### config.mk
export PLATFORM = sky130hd
export DESIGN_NAME = rsbt_ctrl
export DESIGN_NICKNAME = d
export VERILOG_FILES = /design/src/rtl/core/rsbt_pkg.sv /design/src/rtl/core/rsbt_ctrl.sv
export SDC_FILE = /design/constraint.sdc
export NUM_CORES = 1
export LEC_CHECK = 0
export ABC_AREA = 0
export BUFFER_PORTS_ARGS = -buffer_cell sky130_fd_sc_hd__buf_2
export CELL_PAD_IN_SITES_DETAIL_PLACEMENT = 0
export CELL_PAD_IN_SITES_GLOBAL_PLACEMENT = 2
export CORE_AREA = 2 2 39 41
export CTS_CLUSTER_SIZE = 16
export DETAILED_ROUTE_END_ITERATION = 10
export DIE_AREA = 0 0 41 43
export HOLD_SLACK_MARGIN = 0.1
export PLACE_DENSITY = 0.53
export SYNTH_ARGS = -nofsm -noshare
export SYNTH_HDL_FRONTEND = slang
export SYNTH_SLANG_ARGS = --single-unit
### constraint.sdc
create_clock -name clk_i -period 2.4 [get_ports clk_i]
set_clock_uncertainty 0.05 [all_clocks]
set_input_delay 0.12 -clock clk_i [delete_from_list [all_inputs] [get_ports clk_i]]
set_output_delay 0.12 -clock clk_i [all_outputs]
set_load 0.03 [all_outputs]
### src/rtl/core/rsbt_pkg.sv
// Shared types and helpers for the record sorter.
`timescale 1ns / 1ps
package rsbt_pkg;

  localparam int MaxRecordsDef = 64;
  localparam int KeyW          = 24;

  typedef struct packed {
    logic [7:0]  minutes;
    logic [5:0]  seconds;
    logic [9:0]  millis;
    logic [9:0]  peak_rate;
    logic [15:0] tag;
  } rec_t;

  typedef struct packed {
    logic ins;
    logic ovf;
    logic pop;
  } cmd_t;

  typedef struct packed {
    logic full;
    logic one_left;
  } sts_t;

  function automatic logic [KeyW-1:0] rsbt_key(input rec_t r);
    rsbt_key = {r.minutes, r.seconds, r.millis};
  endfunction

endpackage

### src/rtl/core/rsbt_ctrl.sv
// Controller: load phase takes records, emit phase drains the sorted chain.
`timescale 1ns / 1ps
module rsbt_ctrl (
  input  logic           clk_i,
  input  logic           rst_ni,
  input  logic           in_valid_i,
  input  logic           in_last_i,
  output logic           in_ready_o,
  output logic           out_valid_o,
  input  logic           out_ready_i,
  input  rsbt_pkg::sts_t sts_i,
  output rsbt_pkg::cmd_t cmd_o
);
  import rsbt_pkg::*;

  typedef enum logic {
    StLoad,
    StEmit
  } state_e;

  state_e state_q;
  logic   in_ready_q, out_valid_q;
  logic   in_fire, out_fire;

  assign in_fire  = in_valid_i && in_ready_q;
  assign out_fire = out_valid_q && out_ready_i;

  assign cmd_o.ins = in_fire && !sts_i.full;
  assign cmd_o.ovf = in_fire && sts_i.full;
  assign cmd_o.pop = out_fire;

  always_ff @(posedge clk_i or negedge rst_ni) begin
    if (!rst_ni) begin
      state_q     <= StLoad;
      in_ready_q  <= 1'b1;
      out_valid_q <= 1'b0;
    end else begin
      case (state_q)
        StLoad: begin
          if (in_fire && in_last_i) begin
            state_q     <= StEmit;
            in_ready_q  <= 1'b0;
            out_valid_q <= 1'b1;
          end
        end
        StEmit: begin
          if (out_fire && sts_i.one_left) begin
            state_q     <= StLoad;
            in_ready_q  <= 1'b1;
            out_valid_q <= 1'b0;
          end
        end
        default: begin
          state_q     <= StLoad;
          in_ready_q  <= 1'b1;
          out_valid_q <= 1'b0;
        end
      endcase
    end
  end

  assign in_ready_o  = in_ready_q;
  assign out_valid_o = out_valid_q;

endmodule

# [After elaboration in Yosys (flattened, before gate mapping)]
# Index checks and enable logic that the tools add are counted.
[word_totals] inputBits=7 wordCells=23 ramBits=0 latch_bits=0 memories=0 output_inout_bits=5 register_bits=3 rom_bits=0
[op_classes] n_mux=9 reduce_logical=8 n_eq_ne=2 div=0 order_cmp=0 n_mul=0 n_bitwise=1 n_addsub=0 n_shift=0
[op_table] op="$logic_and 1x1->1" count=6
[op_table] op="$mux 1" count=6
[op_table] op="$pmux 1 s2" count=3
[op_table] op="$ne 2x1->1 const B" count=1
[op_table] op="$ne 2x2->1 const B" count=1
[op_table] op="$reduce_and 2->1" count=1
[op_table] op="$logic_not 1->1" count=1
[op_table] op="$not 1->1" count=1

# [Logic depth before layout (Yosys ltp)]
[logic_depth] word_depth=4 mapped_depth=2 mapped_depth_nobuf=2

# [Worst setup path after synthesis]
# No wires, ideal clock.
[synth_path] kind="register to output" start="register in_ready_q, in the netlist in_ready_o" end="output port cmd_o[2] in the netlist's numbering" path_stages_with_launch=3 arrival_ns=1.121 t_required_ns=2.230 path_slack_ns=1.109 n_path_buf=0 path_cell_list="dfstp_2 nand2_1 nor2_1"
[synth_lines] element="from (decl)" line_no="rsbt_ctrl.sv:22" source="logic in_ready_q, out_valid_q;"
[synth_lines] element="from (signal assigned)" line_no="rsbt_ctrl.sv:35" source="in_ready_q <= 1'b1;"
[synth_lines] element="from (signal assigned)" line_no="rsbt_ctrl.sv:42" source="in_ready_q <= 1'b0;"
[synth_lines] element="from (signal assigned)" line_no="rsbt_ctrl.sv:49" source="in_ready_q <= 1'b1;"
[synth_lines] element="to (decl)" line_no="rsbt_ctrl.sv:12" source="output rsbt_pkg::cmd_t cmd_o"

==> flow_summary.yaml <==
route:
  num_vias: 174
  drt-total-wl_um: 401
  drt_iter0_drc: 1
  ant_nets: 0
  drt_first_pass_iters: 2
  via_per_inst: 3.70
  remaining_drc_errors: 0
  wl_per_cell_um: 8.53
global_route:
  grt_usage: 0.0602
  grt_pass1_wl_um: 634
  grt_pass1_vias: 169
  grt_max_degree: 8
  grt-ovfl-total: 0
  antenna_found_initial: 0
sta:
  worstMarginPinSlew_ns: 0.158
  min_period_over_period: 0.551
  slew_violations: 0
  rsz0062_at_grt: "false"
  hold_violations: 0
  fmax_mhz: 757
  period_minus_slack_ns: 1.32
  fin_tns_setup_ns: 0
  fin_hold_ws_ns: 0.115
  setup_viol: 0
  slew_headroom: 0.895
finish:
  final_util: 0.196
  final_cells: 47
  syn_to_final_growth_pct: 61.9
  final_nets: 39
  drive_gt1_frac: 0.548
  antenna_cells: 0
  mostFrequentLayoutCell: "buf_2"
  final_cell_mix: "buf_2 (11), clkbuf_4 (3), dfrtp_1 (2)"
clock_network:
  clkTransAtPathRegs_ns: 0.03
  numCtsBuffers: 3
  postCtsSetupRepairBufs: 0
  ctsHoldBuffers: 1
  tritoncts: "built"
  cts_sinks: 3
  htree_levels: 1
  worstSkewPairLatency_ns: 0.23
  cts-root-buf: "clkbuf_4"
  cts_max_path_buffers: 2
  ctsResizeCount: 0
setup_path:
  cp_max_fo: 7
  cp_slowest_cell: "dfstp_2"
  arrival_ns: 1.15
  cpPeakStageDelay_ns: 0.56
  endpoint_kind: "output pin"
  crit_path_start_kind: "flip-flop"
  cp_data_required_time_ns: 2.23
  crit_chain: "and3_2 -> buf_2"
  critical_path_class: "flip-flop to output pin"
power:
  power.net_switching_mw: 0.0282
  power_density_mw_per_mm2: 537
  pwr-share-comb: 0.061
  switching_share: 0.193
  clockPowerShare: 0.590
  peakVddDrop_v: 0.000298
  internal_power_mw: 0.118
  leakagePower_nw: 0.153
  p_seq_frac: 0.349
logic_synthesis:
  ys_warn_count: 0
  ys_seq_area_frac: 0.455
  avgSynthCellArea_um2: 10.5
  synth_ff_type: "dfrtp_1"
  yosysTopAreaCell: "dfrtp_1"
  yosysUniqueCellTypes: 15
  synth.most_common_cell: "dfrtp_1"
  synthCells: 16
  synth-seq-cells: 3
  synth_edf_count: 0
  syn_area_um2: 168
  yosysTopAreaCellShare: 0.299
  async_reset_ff_frac: 1.00
  syn_nets: 23
  ys_top_cells_by_area: "dfrtp_1 (30%), dfstp_2 (16%), a21boi_2 (6.7%)"
worst_hold_path:
  worstHoldPathType: "input port to flip-flop"
place:
  dpl.cell_count: 42
  port-buffer-count: 11
  gp_congestion: 0.687
floorplanning:
  ios: 12
  core_mm2: 0.00138
  dieHeight_um: 43
  dieArea_mm2: 0.00176
  initial_core_util: 0.121
  row_count: 14
  die_w_um: 41
run_status:
  status: "finished clean"
job:
  cap_viol_max_count: 0
-- worst paths after layout --
| path | cells after the start | end | from | slack, ns |
|---|---|---|---|---|
| min in group asynchronous | 2 | out_valid_o | rst_ni | 0.17 |
| worst max register to register | 2 | in_ready_o | in_ready_o | 1.43 |
| max in group asynchronous | 2 | in_ready_o | rst_ni | 1.94 |
| worst min-delay path | 3 | state_q | in_last_i | 0.12 |
| worst max-delay path | 2 | cmd_o[1] | in_ready_o | 1.08 |
| worst min register to register | 1 | out_valid_o | state_q | 0.45 |
-- metal layers --
metal	global-route usage	routed length (um)	up-vias	part of all wire
met3	0.0785	51	0	0.13
met4	0.0200	0	0	0
li1	-	-	87	-
met1	0.0707	212	75	0.53
met5	0	0	-	0
met2	0.0625	137	12	0.34
-- critical path, delay by kind of cell (launching register included) --
family                 cells  cell delay (ns)
AND/OR/NAND/NOR            1             0.17
flip-flops                 1             0.56
buffers and inverters      1             0.19
-- power by group through the flow --
stage	Clock, mW	Sequential [mW]	Combinational (mW)
global route	0.0957	0.0509	0.00994
finish	0.0861	0.0510	0.00886
floorplan	0	0.0515	0.0000862
detailed placement	0	0.0515	0.00786
CTS	0.0914	0.0509	0.00907
global placement	0	0.0515	0.00754
-- cells by family (layout without fill, tap and decap cells) --
logic type | after synthesis | count (layout) | synth area share
compound gates | 5 | 5 | 0.246
buf+inv | 1 | 16 | 0.0448
flops | 3 | 3 | 0.455
mux | 1 | 1 | 0.0597
simple gates | 6 | 6 | 0.194
-- flip-flops by register name (all words and copies together) (netlist names) --
register / cells
in_ready_o: 1
out_valid_o: 1
state_q: 1
-- cell type report --
cell class,instances,area [um2]
clock buffer,4,26.3
fill,148,1110
multi-input combinational,12,83.8
sequential,3,76.3
tap,16,20.0
timing repair buffer,12,65.1
-- per-stage QoR --
| stage | area (um2) | setup WS [ns] | power, mW |
|---|---|---|---|
| after CTS | 272 | 1.06 | 0.151 |
| after floorplan | 168 | 1.11 | 0.0516 |
| after detailed placement | 235 | 1.31 | 0.0594 |
| after global placement | 235 | 1.32 | 0.0591 |
| after global routing | 272 | 1.02 | 0.156 |
| final | 272 | 1.08 | 0.146 |
No activity file was read; power rests on OpenSTA's default activity.
